File: src/hdl/dvo_pkg.sv
// Shared types, constants and table functions for the drum voice oscillator.
// No dependencies; every other file in hdl/ except dvo_stream_if imports this package.
package dvo_pkg;

   localparam int SINE_TABLE_ENTRIES = 257;
   localparam int SINE_IDX_W         = $clog2(SINE_TABLE_ENTRIES - 1);
   localparam int QUARTER_IDX_W      = SINE_IDX_W - 1;

   localparam int INC_W     = 28;
   localparam int DECAY_W   = 31;
   localparam int DEPTH_W   = 10;
   localparam int PHASE_W   = 31;
   localparam int LEVEL_W   = 32;
   localparam int CSR_IDX_W = 3;
   localparam int CSR_DATA_W = 31;

   localparam logic signed [LEVEL_W-1:0] ENV_FLOOR = 32'sh0000_ffff;
   localparam logic [15:0] DEPTH_CENTER = 16'h0200;
   localparam logic [15:0] WEIGHT_FULL  = 16'hffff;
   localparam logic [16:0] TRI_HALF     = 17'h10000;
   localparam logic [15:0] SQUARE_HIGH  = 16'h7fff;
   localparam logic [15:0] SQUARE_LOW   = 16'h8000;

   typedef enum logic [CSR_IDX_W-1:0] {
      CSR_PHASE_STEP   = 3'd0,
      CSR_DECAY_STEP   = 3'd1,
      CSR_WAVE_SHAPE   = 3'd2,
      CSR_FIFTH_ENABLE = 3'd3,
      CSR_PITCH_DEPTH  = 3'd4
   } csr_index_type;

   typedef enum logic [1:0] {
      SHAPE_SINE     = 2'd0,
      SHAPE_TRIANGLE = 2'd1,
      SHAPE_SAW      = 2'd2,
      SHAPE_SQUARE   = 2'd3
   } wave_shape_type;

   typedef struct packed {
      logic        action;
      logic [14:0] note_level;
   } req_payload_type;

   typedef struct packed {
      logic [14:0]        envelope_sample;
      logic signed [15:0] wave_sample;
   } rsp_payload_type;

   // Controller to datapath: one step strobe per state, with use_fifth added in the fifth's sine states.
   typedef struct packed {
      logic take;
      logic square;
      logic modulate;
      logic scale_step;
      logic phase;
      logic advance_fifth;
      logic sin_lo;
      logic sin_hi;
      logic use_fifth;
      logic load_out;
   } dvo_cmd_type;

   // Datapath to controller.
   typedef struct packed {
      logic action;
      logic sine_shape;
      logic fifth_on;
      logic out_busy;
   } dvo_status_type;

   localparam logic [14:0] QUARTER_SINE [0:64] = '{
      15'd0,     15'd804,   15'd1608,  15'd2410,  15'd3212,  15'd4011,  15'd4808,
      15'd5602,  15'd6393,  15'd7179,  15'd7962,  15'd8739,  15'd9512,  15'd10278,
      15'd11039, 15'd11793, 15'd12539, 15'd13279, 15'd14010, 15'd14732, 15'd15446,
      15'd16151, 15'd16846, 15'd17530, 15'd18204, 15'd18868, 15'd19519, 15'd20159,
      15'd20787, 15'd21403, 15'd22005, 15'd22594, 15'd23170, 15'd23731, 15'd24279,
      15'd24811, 15'd25329, 15'd25832, 15'd26319, 15'd26790, 15'd27245, 15'd27683,
      15'd28105, 15'd28510, 15'd28898, 15'd29268, 15'd29621, 15'd29956, 15'd30273,
      15'd30571, 15'd30852, 15'd31113, 15'd31356, 15'd31580, 15'd31785, 15'd31971,
      15'd32137, 15'd32285, 15'd32412, 15'd32521, 15'd32609, 15'd32678, 15'd32728,
      15'd32757, 15'd32767
   };

   // Full-cycle sine from the quarter table; the entry past the end wraps to zero.
   function automatic logic signed [15:0] sine_at(input logic [SINE_IDX_W-1:0] idx);
      logic [QUARTER_IDX_W-1:0] j;
      logic [14:0]              mag;
      j = idx[QUARTER_IDX_W-1:0];
      if (j <= 7'd64) begin
         mag = QUARTER_SINE[j];
      end else begin
         mag = QUARTER_SINE[QUARTER_IDX_W'(8'd128 - {1'b0, j})];
      end
      if (idx[SINE_IDX_W-1]) begin
         sine_at = -$signed({1'b0, mag});
      end else begin
         sine_at = $signed({1'b0, mag});
      end
   endfunction

   // Modulation gain: (d-512)*12 below center, (d-512)*48 at or above.
   function automatic logic signed [15:0] depth_gain(input logic [DEPTH_W-1:0] depth);
      logic signed [15:0] diff;
      diff = $signed({6'd0, depth} - DEPTH_CENTER);
      if (!depth[DEPTH_W-1]) begin
         depth_gain = (diff <<< 3) + (diff <<< 2);
      end else begin
         depth_gain = (diff <<< 5) + (diff <<< 4);
      end
   endfunction

endpackage

File: src/hdl/dvo_stream_if.sv
// Valid/ready stream channel carrying one payload struct per beat.
// The payload type comes from dvo_pkg at the point of instantiation.
interface dvo_stream_if #(parameter type payload_type = logic);
   logic        valid;
   logic        ready;
   payload_type payload;

   modport source (output valid, output payload, input ready);
   modport sink   (input valid, input payload, output ready);
endinterface

File: src/hdl/dvo_ctrl.sv
// Sequencer for the drum voice: one-hot state machine issuing datapath steps.
// Depends on dvo_pkg for the command and status structs.
module dvo_ctrl
   import dvo_pkg::*;
(
   input  logic           clock,
   input  logic           reset,
   input  logic           req_valid,
   output logic           req_ready,
   input  dvo_status_type status,
   output dvo_cmd_type    cmd
);

   typedef enum logic [10:0] {
      ST_IDLE    = 11'b000_0000_0001,
      ST_SQUARE  = 11'b000_0000_0010,
      ST_MOD     = 11'b000_0000_0100,
      ST_SCALE   = 11'b000_0000_1000,
      ST_PHASE   = 11'b000_0001_0000,
      ST_FIFTH   = 11'b000_0010_0000,
      ST_SIN_LO  = 11'b000_0100_0000,
      ST_SIN_HI  = 11'b000_1000_0000,
      ST_SIN5_LO = 11'b001_0000_0000,
      ST_SIN5_HI = 11'b010_0000_0000,
      ST_DONE    = 11'b100_0000_0000
   } ctrl_state_type;

   ctrl_state_type state_ff, state_in;

   always_comb begin
      state_in  = state_ff;
      cmd       = '0;
      req_ready = 1'b0;
      case (state_ff)
         ST_IDLE: begin
            req_ready = 1'b1;
            if (req_valid) begin
               cmd.take = 1'b1;
               // a note-on finishes in the accept cycle
               if (!status.action) state_in = ST_SQUARE;
            end
         end
         ST_SQUARE: begin
            cmd.square = 1'b1;
            state_in   = ST_MOD;
         end
         ST_MOD: begin
            cmd.modulate = 1'b1;
            state_in     = ST_SCALE;
         end
         ST_SCALE: begin
            cmd.scale_step = 1'b1;
            state_in       = ST_PHASE;
         end
         ST_PHASE: begin
            cmd.phase = 1'b1;
            state_in  = ST_FIFTH;
         end
         ST_FIFTH: begin
            cmd.advance_fifth = 1'b1;
            state_in = status.sine_shape ? ST_SIN_LO : ST_DONE;
         end
         ST_SIN_LO: begin
            cmd.sin_lo = 1'b1;
            state_in   = ST_SIN_HI;
         end
         ST_SIN_HI: begin
            cmd.sin_hi = 1'b1;
            state_in   = status.fifth_on ? ST_SIN5_LO : ST_DONE;
         end
         ST_SIN5_LO: begin
            cmd.sin_lo    = 1'b1;
            cmd.use_fifth = 1'b1;
            state_in      = ST_SIN5_HI;
         end
         ST_SIN5_HI: begin
            cmd.sin_hi    = 1'b1;
            cmd.use_fifth = 1'b1;
            state_in      = ST_DONE;
         end
         ST_DONE: begin
            // hold until the output register is free
            if (!status.out_busy) begin
               cmd.load_out = 1'b1;
               state_in     = ST_IDLE;
            end
         end
         default: state_in = ST_IDLE;
      endcase
   end

   always_ff @(posedge clock) begin
      if (reset) begin
         state_ff <= ST_IDLE;
      end else begin
         state_ff <= state_in;
      end
   end

endmodule

File: src/hdl/dvo_datapath.sv
// Datapath of the drum voice: settings, envelope, phases, shared multiplier,
// wave shaping and the output register. Depends on dvo_pkg.
module dvo_datapath
   import dvo_pkg::*;
(
   input  logic                  clock,
   input  logic                  reset,
   input  logic                  csr_wr_en,
   input  logic [CSR_IDX_W-1:0]  csr_index,
   input  logic [CSR_DATA_W-1:0] csr_wr_data,
   input  req_payload_type       req_payload,
   input  dvo_cmd_type           cmd,
   output dvo_status_type        status,
   output logic                  rsp_valid,
   output rsp_payload_type       rsp_payload,
   input  logic                  rsp_ready
);

   // settings
   logic [INC_W-1:0]   phase_step_ff, phase_step_in;
   logic [DECAY_W-1:0] decay_step_ff, decay_step_in;
   wave_shape_type     wave_shape_ff, wave_shape_in;
   logic               fifth_enable_ff, fifth_enable_in;
   logic [DEPTH_W-1:0] pitch_depth_ff, pitch_depth_in;

   // voice state
   logic [LEVEL_W-1:0] env_level_ff, env_level_in;
   logic [LEVEL_W-1:0] env_square_ff, env_square_in;
   logic [PHASE_W-1:0] main_phase_ff, main_phase_in;
   logic [PHASE_W-1:0] fifth_phase_ff, fifth_phase_in;
   logic               active_ff, active_in;

   // working registers
   logic [14:0]        env_out_ff, env_out_in;
   logic signed [15:0] gain_ff, gain_in;
   logic signed [15:0] b2_ff, b2_in;
   logic [31:0]        mod2_ff, mod2_in;
   logic signed [15:0] sine_ff, sine_in;
   logic signed [32:0] acc_ff, acc_in;
   logic signed [16:0] tone1_ff, tone1_in;
   logic [15:0]        wave_ff, wave_in;
   logic               rsp_valid_ff, rsp_valid_in;
   rsp_payload_type    rsp_payload_ff, rsp_payload_in;

   // shared multiplier
   logic signed [31:0] mul_a;
   logic signed [16:0] mul_b;
   logic signed [48:0] product;

   logic [PHASE_W-1:0]    osc_phase;
   logic [15:0]           scale;
   logic [15:0]           weight;
   logic [SINE_IDX_W-1:0] sine_idx;
   logic signed [32:0]    sin_sum;
   logic signed [16:0]    tone_now;
   logic signed [17:0]    tone_pair;
   logic [16:0]           tri_t;
   logic [16:0]           tri_val;
   logic [15:0]           shape_tone;

   assign osc_phase = cmd.use_fifth ? fifth_phase_ff : main_phase_ff;
   assign scale     = osc_phase[22:7];
   assign weight    = cmd.sin_hi ? scale : WEIGHT_FULL - scale;

   always_comb begin
      if (cmd.square) begin
         mul_a = {{16{env_level_ff[31]}}, env_level_ff[31:16]};
         mul_b = {env_level_ff[31], env_level_ff[31:16]};
      end else if (cmd.modulate) begin
         mul_a = $signed(env_square_ff);
         mul_b = {gain_ff[15], gain_ff};
      end else if (cmd.scale_step) begin
         mul_a = $signed({1'b0, phase_step_ff, 3'b000});
         mul_b = {b2_ff[15], b2_ff};
      end else begin
         mul_a = {{16{sine_ff[15]}}, sine_ff};
         mul_b = $signed({1'b0, weight});
      end
   end

   assign product = mul_a * mul_b;

   // table address for the next interpolation product
   always_comb begin
      if (cmd.sin_lo) begin
         sine_idx = osc_phase[30:23] + 8'd1;
      end else if (cmd.sin_hi) begin
         sine_idx = fifth_phase_ff[30:23];
      end else begin
         sine_idx = main_phase_ff[30:23];
      end
   end

   assign sin_sum   = acc_ff + product[32:0];
   assign tone_now  = sin_sum[32:16];
   assign tone_pair = {tone1_ff[16], tone1_ff} + {tone_now[16], tone_now};

   // non-sine shapes from the new main phase
   assign tri_t = main_phase_ff[30:14];
   always_comb begin
      case (main_phase_ff[30:29])
         2'd1:    tri_val = TRI_HALF - tri_t;
         2'd2:    tri_val = -tri_t;
         default: tri_val = tri_t;
      endcase
   end

   always_comb begin
      case (wave_shape_ff)
         SHAPE_TRIANGLE: shape_tone = tri_val[15:0];
         SHAPE_SAW:      shape_tone = main_phase_ff[30:15];
         SHAPE_SQUARE:   shape_tone = main_phase_ff[30] ? SQUARE_HIGH : SQUARE_LOW;
         default:        shape_tone = '0;
      endcase
   end

   always_comb begin
      phase_step_in   = phase_step_ff;
      decay_step_in   = decay_step_ff;
      wave_shape_in   = wave_shape_ff;
      fifth_enable_in = fifth_enable_ff;
      pitch_depth_in  = pitch_depth_ff;
      env_level_in    = env_level_ff;
      env_square_in   = env_square_ff;
      main_phase_in   = main_phase_ff;
      fifth_phase_in  = fifth_phase_ff;
      active_in       = active_ff;
      env_out_in      = env_out_ff;
      gain_in         = depth_gain(pitch_depth_ff);
      b2_in           = b2_ff;
      mod2_in         = mod2_ff;
      sine_in         = sine_at(sine_idx);
      acc_in          = acc_ff;
      tone1_in        = tone1_ff;
      wave_in         = wave_ff;
      rsp_valid_in    = rsp_valid_ff;
      rsp_payload_in  = rsp_payload_ff;

      if (csr_wr_en) begin
         case (csr_index)
            CSR_PHASE_STEP:   phase_step_in   = csr_wr_data[INC_W-1:0];
            CSR_DECAY_STEP:   decay_step_in   = csr_wr_data[DECAY_W-1:0];
            CSR_WAVE_SHAPE:   wave_shape_in   = wave_shape_type'(csr_wr_data[1:0]);
            CSR_FIFTH_ENABLE: fifth_enable_in = csr_wr_data[0];
            CSR_PITCH_DEPTH:  pitch_depth_in  = csr_wr_data[DEPTH_W-1:0];
            default: ;
         endcase
      end

      if (cmd.take) begin
         if (req_payload.action) begin
            env_level_in   = {1'b0, req_payload.note_level, 16'h0000};
            main_phase_in  = '0;
            fifth_phase_in = '0;
         end else begin
            // decay only while the level is at or above the floor
            active_in = $signed(env_level_ff) >= ENV_FLOOR;
            if ($signed(env_level_ff) >= ENV_FLOOR) begin
               env_level_in = env_level_ff - {1'b0, decay_step_ff};
            end
         end
      end

      if (cmd.square) begin
         if (active_ff) begin
            env_square_in = product[31:0];
            env_out_in    = product[29:15];
         end else begin
            env_out_in = '0;
         end
      end

      if (cmd.modulate)   b2_in   = product[45:30];
      if (cmd.scale_step) mod2_in = product[47:16];

      if (cmd.phase) begin
         main_phase_in = main_phase_ff + {3'b000, phase_step_ff} + mod2_ff[30:0];
      end

      if (cmd.advance_fifth) begin
         wave_in = shape_tone;
         if (fifth_enable_ff) begin
            fifth_phase_in = fifth_phase_ff + {3'b000, phase_step_ff}
                           + {4'b0000, phase_step_ff[INC_W-1:1]}
                           + mod2_ff[30:0] + mod2_ff[31:1];
         end
      end

      if (cmd.sin_lo) acc_in = product[32:0];

      if (cmd.sin_hi) begin
         if (cmd.use_fifth) begin
            wave_in = tone_pair[16:1];
         end else begin
            tone1_in = tone_now;
            wave_in  = tone_now[15:0];
         end
      end

      if (cmd.load_out) begin
         rsp_valid_in                   = 1'b1;
         rsp_payload_in.envelope_sample = env_out_ff;
         rsp_payload_in.wave_sample     = $signed(wave_ff);
      end else if (rsp_ready) begin
         rsp_valid_in = 1'b0;
      end
   end

   always_ff @(posedge clock) begin
      if (reset) begin
         phase_step_ff   <= '0;
         decay_step_ff   <= '0;
         wave_shape_ff   <= SHAPE_SINE;
         fifth_enable_ff <= 1'b0;
         pitch_depth_ff  <= DEPTH_CENTER[DEPTH_W-1:0];
         env_level_ff    <= '0;
         env_square_ff   <= '0;
         main_phase_ff   <= '0;
         fifth_phase_ff  <= '0;
         active_ff       <= 1'b0;
         rsp_valid_ff    <= 1'b0;
      end else begin
         phase_step_ff   <= phase_step_in;
         decay_step_ff   <= decay_step_in;
         wave_shape_ff   <= wave_shape_in;
         fifth_enable_ff <= fifth_enable_in;
         pitch_depth_ff  <= pitch_depth_in;
         env_level_ff    <= env_level_in;
         env_square_ff   <= env_square_in;
         main_phase_ff   <= main_phase_in;
         fifth_phase_ff  <= fifth_phase_in;
         active_ff       <= active_in;
         rsp_valid_ff    <= rsp_valid_in;
      end
   end

   always_ff @(posedge clock) begin
      env_out_ff     <= env_out_in;
      gain_ff        <= gain_in;
      b2_ff          <= b2_in;
      mod2_ff        <= mod2_in;
      sine_ff        <= sine_in;
      acc_ff         <= acc_in;
      tone1_ff       <= tone1_in;
      wave_ff        <= wave_in;
      rsp_payload_ff <= rsp_payload_in;
   end

   assign status.action     = req_payload.action;
   assign status.sine_shape = wave_shape_ff == SHAPE_SINE;
   assign status.fifth_on   = fifth_enable_ff;
   assign status.out_busy   = rsp_valid_ff & ~rsp_ready;

   assign rsp_valid   = rsp_valid_ff;
   assign rsp_payload = rsp_payload_ff;

endmodule

File: src/hdl/drum_voice_oscillator.sv
// Top level of the drum voice: decaying envelope plus modulated oscillator.
// Depends on dvo_pkg, dvo_stream_if, dvo_ctrl and dvo_datapath.
//
//   channel  | direction | beat contents                          | handshake
//   ---------+-----------+----------------------------------------+-------------
//   req_if   | in        | action, note_level                     | valid/ready
//   rsp_if   | out       | envelope_sample, wave_sample           | valid/ready
//   csr_*    | in        | csr_index, csr_wr_data (write only)    | csr_wr_en
//
// A note-on beat is absorbed in its accept cycle and yields no result beat.
// A tick beat holds the sequencer through the square, modulate, scale, phase and
// fifth steps, then the low and high interpolation steps for sine, and those
// steps once more on the fifth phase when the fifth is enabled; its result beat
// is loaded in the done step. One 32x17 multiplier is shared by the envelope
// square, the modulation, the scaled step and every interpolation product.
// New beats are taken only between items; a finished result waits in the
// output register while the next item runs, and the sequencer stalls in its
// last step only if the previous beat is still unclaimed.
// Reset is synchronous: settings return to defaults (depth 512) and the
// envelope and both phases clear.
module drum_voice_oscillator
   import dvo_pkg::*;
(
   input  logic                  clock,
   input  logic                  reset,
   dvo_stream_if.sink            req_if,
   dvo_stream_if.source          rsp_if,
   input  logic                  csr_wr_en,
   input  logic [CSR_IDX_W-1:0]  csr_index,
   input  logic [CSR_DATA_W-1:0] csr_wr_data
);

   dvo_cmd_type     cmd;
   dvo_status_type  status;
   logic            req_ready;
   logic            rsp_valid;
   rsp_payload_type rsp_payload;
   req_payload_type req_payload;

   assign req_payload = req_if.payload;

   // sequencer: owns the input handshake and the step order
   dvo_ctrl u_ctrl (
      .clock     (clock),
      .reset     (reset),
      .req_valid (req_if.valid),
      .req_ready (req_ready),
      .status    (status),
      .cmd       (cmd)
   );

   // datapath: settings, voice state, multiplier and output register
   dvo_datapath u_datapath (
      .clock       (clock),
      .reset       (reset),
      .csr_wr_en   (csr_wr_en),
      .csr_index   (csr_index),
      .csr_wr_data (csr_wr_data),
      .req_payload (req_payload),
      .cmd         (cmd),
      .status      (status),
      .rsp_valid   (rsp_valid),
      .rsp_payload (rsp_payload),
      .rsp_ready   (rsp_if.ready)
   );

   assign req_if.ready   = req_ready;
   assign rsp_if.valid   = rsp_valid;
   assign rsp_if.payload = rsp_payload;

   // a tick beat holds off the next input until its work is done
   a_tick_blocks_input: assert property (@(posedge clock) disable iff (reset)
      (req_if.valid && req_if.ready && !req_if.payload.action) |=> !req_if.ready)
      else $error("input taken while a tick is in progress");

   // a note-on completes in its accept cycle
   a_note_single_cycle: assert property (@(posedge clock) disable iff (reset)
      (req_if.valid && req_if.ready && req_if.payload.action) |=> req_if.ready)
      else $error("note-on did not return to idle");

   // never overwrite a result beat that is still waiting
   a_no_overwrite: assert property (@(posedge clock) disable iff (reset)
      cmd.load_out |-> !(rsp_if.valid && !rsp_if.ready))
      else $error("result register loaded while occupied");

   // a result beat appears only from a sequencer load
   a_valid_from_load: assert property (@(posedge clock) disable iff (reset)
      $rose(rsp_if.valid) |-> $past(cmd.load_out))
      else $error("result valid rose without a load");

endmodule

File: src/flat_wrapper.sv
// flat-port wrapper written by rule: the top's interface ports become plain ports
module drum_voice_oscillator_flat import dvo_pkg::*;
  (clock, reset, csr_wr_en, csr_index, csr_wr_data, req_if_valid, req_if_payload, req_if_ready, rsp_if_valid, rsp_if_payload, rsp_if_ready);
  dvo_stream_if #(.payload_type(req_payload_type)) req_if_i ();
  dvo_stream_if #(.payload_type(rsp_payload_type)) rsp_if_i ();
  input  logic clock;
  input  logic reset;
  input  logic csr_wr_en;
  input  logic [CSR_IDX_W-1:0] csr_index;
  input  logic [CSR_DATA_W-1:0] csr_wr_data;
  input wire logic [$bits(req_if_i.valid)-1:0] req_if_valid;
  input wire logic [$bits(req_if_i.payload)-1:0] req_if_payload;
  output wire logic [$bits(req_if_i.ready)-1:0] req_if_ready;
  output wire logic [$bits(rsp_if_i.valid)-1:0] rsp_if_valid;
  output wire logic [$bits(rsp_if_i.payload)-1:0] rsp_if_payload;
  input wire logic [$bits(rsp_if_i.ready)-1:0] rsp_if_ready;
  assign req_if_i.valid = req_if_valid;
  assign req_if_i.payload = req_if_payload;
  assign req_if_ready = req_if_i.ready;
  assign rsp_if_valid = rsp_if_i.valid;
  assign rsp_if_payload = rsp_if_i.payload;
  assign rsp_if_i.ready = rsp_if_ready;
  drum_voice_oscillator u_core (.clock(clock), .reset(reset), .req_if(req_if_i), .rsp_if(rsp_if_i), .csr_wr_en(csr_wr_en), .csr_index(csr_index), .csr_wr_data(csr_wr_data));
endmodule
File: config.mk
export PLATFORM = sky130hd
export DESIGN_NAME = drum_voice_oscillator_flat
export DESIGN_NICKNAME = d
export VERILOG_FILES = /design/src/hdl/dvo_pkg.sv /design/src/hdl/dvo_stream_if.sv /design/src/hdl/dvo_ctrl.sv /design/src/hdl/dvo_datapath.sv /design/src/hdl/drum_voice_oscillator.sv /design/src/flat_wrapper.sv
export SDC_FILE = /design/constraint.sdc
export NUM_CORES = 2
export LEC_CHECK = 0
export BUFFER_PORTS_ARGS = -buffer_cell sky130_fd_sc_hd__buf_2
export CORE_UTILIZATION = 45
export CTS_BUF_LIST = sky130_fd_sc_hd__clkbuf_4 sky130_fd_sc_hd__clkbuf_8
export DETAILED_ROUTE_END_ITERATION = 10
export SYNTH_ARGS = -nofsm -noshare
export SYNTH_HDL_FRONTEND = slang
export SYNTH_SLANG_ARGS = --single-unit
File: constraint.sdc
create_clock -name clock -period 15.5 [get_ports clock]
set_input_delay 1.55 -clock clock [delete_from_list [all_inputs] [get_ports clock]]
set_output_delay 1.55 -clock clock [all_outputs]
set_load 0.01 [all_outputs]
==> out/qor.csv <==
stage,metric,value,unit
outcome,status,"complete, no violations",
clock_tree,htree_levels,3,
route,drc_errors,0,
route,first_pass_iters,6,
logic_synthesis,synth_top_area_share,27.4,%
die,fp.dieH,322,um
logic_synthesis,synthCells,5238,
final_layout,layout-area-overhead-vs-synth,7.60,%
die,die-area,0.104,mm^2
die,initial_utilization,45.7,%
placement,dpl_worst_slack,2.15,ns
final_layout,final_layout_size_suffix_gt1_share,7.39,%
die,coreArea,0.101,mm^2
route,routed_wl,156000,um
clock_tree,cts_hold_buffers,0,
clock_tree,clockBufferDepth,3,
logic_synthesis,syn_area_per_cell,8.79,um^2
logic_synthesis,synth-edff-count,160,
critical_path,critical_path_required,15.89,ns
sta,relSlewSlack,15.9,%
sta,setup_ws,2.08,ns
hold_path,min_path_type,reg2reg,
global_routing,grt_pass1_wl,239000,um
global_routing,overflow,0,
logic_synthesis,yosysSeqAreaShare,20.9,%
critical_path,crit_path_end_kind,flop,
power_and_ir_drop,vdd_drop_max,0.0000951,V
clock_tree,cts_tree,yes,
power_and_ir_drop,p_per_area,63.3,mW/mm^2
logic_synthesis,syn_area,0.0461,mm^2
sta,rsz0062_at_grt,false,
route,vias,38559,
logic_synthesis,ys_ff_latch,401,
sta,fin_crit,13.42,ns
critical_path,slowest_stage,nor2_2,
critical_path,cpMostUsedCell,fa_1,
clock_tree,cts_root_buffer,clkbuf_8,
global_routing,grt_max_degree,90,
clock_tree,clkLatencyLatePin,0.70,ns
clock_tree,clk_pin_slew,0.06,ns
placement,dp.final_hpwl,123000,um
run,maxCapViolations,0,
logic_synthesis,syn_nets,6215,
logic_synthesis,yosys.area_share.adder,35.3,%
logic_synthesis,synth_top_area_cell,fa_1,
route,routed_via_density,5.80,
sta,finalSetupTns,0,ns
final_layout,finalNetCount,6218,
sta,slew_violations,0,
sta,timing.fmax,74.5,MHz
clock_tree,cts.sinks,401,
placement,gp_congestion,0.986,
final_layout,mostFrequentLayoutCell,nand2_1,
clock_tree,cts_setup_buffers,0,
die,die_w,322,um
sta,setup_viol,0,
die,num_io_pins,88,
sta,clock_skew,0.0503,ns
route,drt-initial-drc-count,3822,
placement,io_buffer_count,87,
logic_synthesis,synth.distinct_cells,106,
critical_path,worstSetupPathType,reg2reg,
logic_synthesis,muxShareOfSynthArea,1.42,%
critical_path,cp_slowest_stage_delay,1.01,ns
final_layout,nFillCells,9740,
logic_synthesis,yosys-top-cells-area,"fa_1 (27%), dfxtp_1 (10%), edfxtp_1 (10%), ha_1 (7.9%), nand2_1 (5.6%)",
clock_tree,cts_inserted_buffers,71,
logic_synthesis,synth-xor-area-share,4.03,%
global_routing,grt_usage,30.6,%
clock_tree,cts.repair.resized,0,
critical_path,cp_max_fo,48,
final_layout,final_cell_mix,"nand2_1 (682), fa_1 (631), inv_1 (592), nor2_1 (591), a21oi_1 (361)",
route,ant_nets,0,
critical_path,critPathLaunchType,flop,
logic_synthesis,synth_top_family_by_area,adder cells,
power_and_ir_drop,leakage,0.0223,uW
critical_path,worstPathArrival,13.82,ns
route,wl_per_cell,23.5,um
logic_synthesis,synth_simple_gate_area_share,15.7,%
sta,hold_viol_final,0,
logic_synthesis,yosys_most_used_dff,dfxtp_1,
global_routing,grt_pass1_vias,38167,
global_routing,antenna_found_initial,3,
sta,finalCritPeriodShare,86.6,%
logic_synthesis,yosysWarnings,0,
sta,max_slew.worst_pin.slew,1.25,ns
logic_synthesis,synth_compound_area_share,15.5,%
die,fp-row-count,116,
logic_synthesis,synth-async-reset-ratio,0,%
final cells by class:
cell class | instances | area, um^2 | area share (%)
timing repair buffer | 188 | 1200 | 2.42
multi-input combinational | 3979 | 33200 | 67.1
antenna | 1 | 2.50 | 0.00505
inverter | 600 | 2250 | 4.55
tap | 1357 | 1700 | 3.43
sequential | 401 | 9630 | 19.4
clock inverter | 18 | 219 | 0.442
clock buffer | 106 | 1310 | 2.64
through the flow:
stage / instances / area [um^2] / utilization, % / power (uW) / hold WS, ns
finish: 6650 / 49600 / 49.2 / 3140 / 0.414
global route: 6650 / 49600 / 49.2 / 3300 / 0.409
CTS: 6649 / 49500 / 49.2 / 3150 / 0.411
detailed placement: 6525 / 48000 / 47.7 / 2060 / 0.405
global placement: 6525 / 48000 / 47.7 / 2050 / 0.401
floorplan: 5238 / 46100 / - / 1790 / 0.400
flip-flops by register name, summed over array words and instances (netlist names), 11 cells and up:
register / flops
u_core.u_datapath.env_out_ff: 15
u_core.u_datapath.fifth_phase_ff: 31
u_core.u_datapath.main_phase_ff: 31
u_core.u_datapath.acc_ff: 33
u_core.u_datapath.tone1_ff: 17
u_core.u_ctrl.state_ff: 11
u_core.u_datapath.gain_ff: 14
u_core.u_datapath.b2_ff: 16
u_core.u_datapath.decay_step_ff: 31
u_core.u_datapath.wave_ff: 16
u_core.u_datapath.rsp_payload: 31
u_core.u_datapath.env_level_ff: 32
u_core.u_datapath.env_square_ff: 32
u_core.u_datapath.sine_ff: 16
u_core.u_datapath.mod2_ff: 32
u_core.u_datapath.phase_step_ff: 28
metal layers:
metal	share of wire [%]	global-route usage [%]
met5	0.017	0
met4	3.3	9.96
met3	8.9	5.94
met2	44	46.8
met1	43	43.4
path summary, 6_finish.rpt:
kind	start	endpoint	slack (ns)	cells after the start
worst max-delay path	u_core.u_ctrl.state_ff[10]	u_core.u_datapath.wave_ff[15]	2.08	45
worst min-delay path	u_core.u_datapath.wave_ff[1]	u_core.u_datapath.rsp_payload[1]	0.41	0
worst max register to register	u_core.u_ctrl.state_ff[10]	u_core.u_datapath.wave_ff[15]	2.08	45
worst min register to register	u_core.u_datapath.wave_ff[1]	u_core.u_datapath.rsp_payload[1]	0.41	0
cell usage after synthesis (all sizes together), types with 101 or more instances:
| cell type | instances |
|---|---|
| fa | 631 |
| xnor2 | 158 |
| a21oi | 364 |
| ha | 291 |
| o21ai | 219 |
| dfxtp | 241 |
| edfxtp | 160 |
| clkbuf | 214 |
| inv | 596 |
| nand2 | 683 |
| nor2 | 595 |
| nand3 | 101 |
logic make-up (layout without fill, tap and decap cells):
group	count (synthesis)	after routing
simple gates	1673	1673
compound gates	1112	1112
fa+ha+maj	922	922
other cells	0	1
flops	401	401
buf+inv	858	912
xor+xnor	212	212
mux	60	60
power by group:
part	switching, uW	internal, uW
Clock	481	610
Combinational	527	332
Sequential	57.8	1130
critical path: cells and delay by family, from the launching register on:
family | cells | cell delay, ns
AO/OA/AOI/OAI | 13 | 2.86
XOR/XNOR | 4 | 0.83
adder cells (fa/ha/maj) | 9 | 4.13
buffers and inverters | 4 | 1.45
flip-flops | 1 | 0.34
AND/OR/NAND/NOR | 15 | 3.49
No activity file was read; power rests on OpenSTA's default activity.
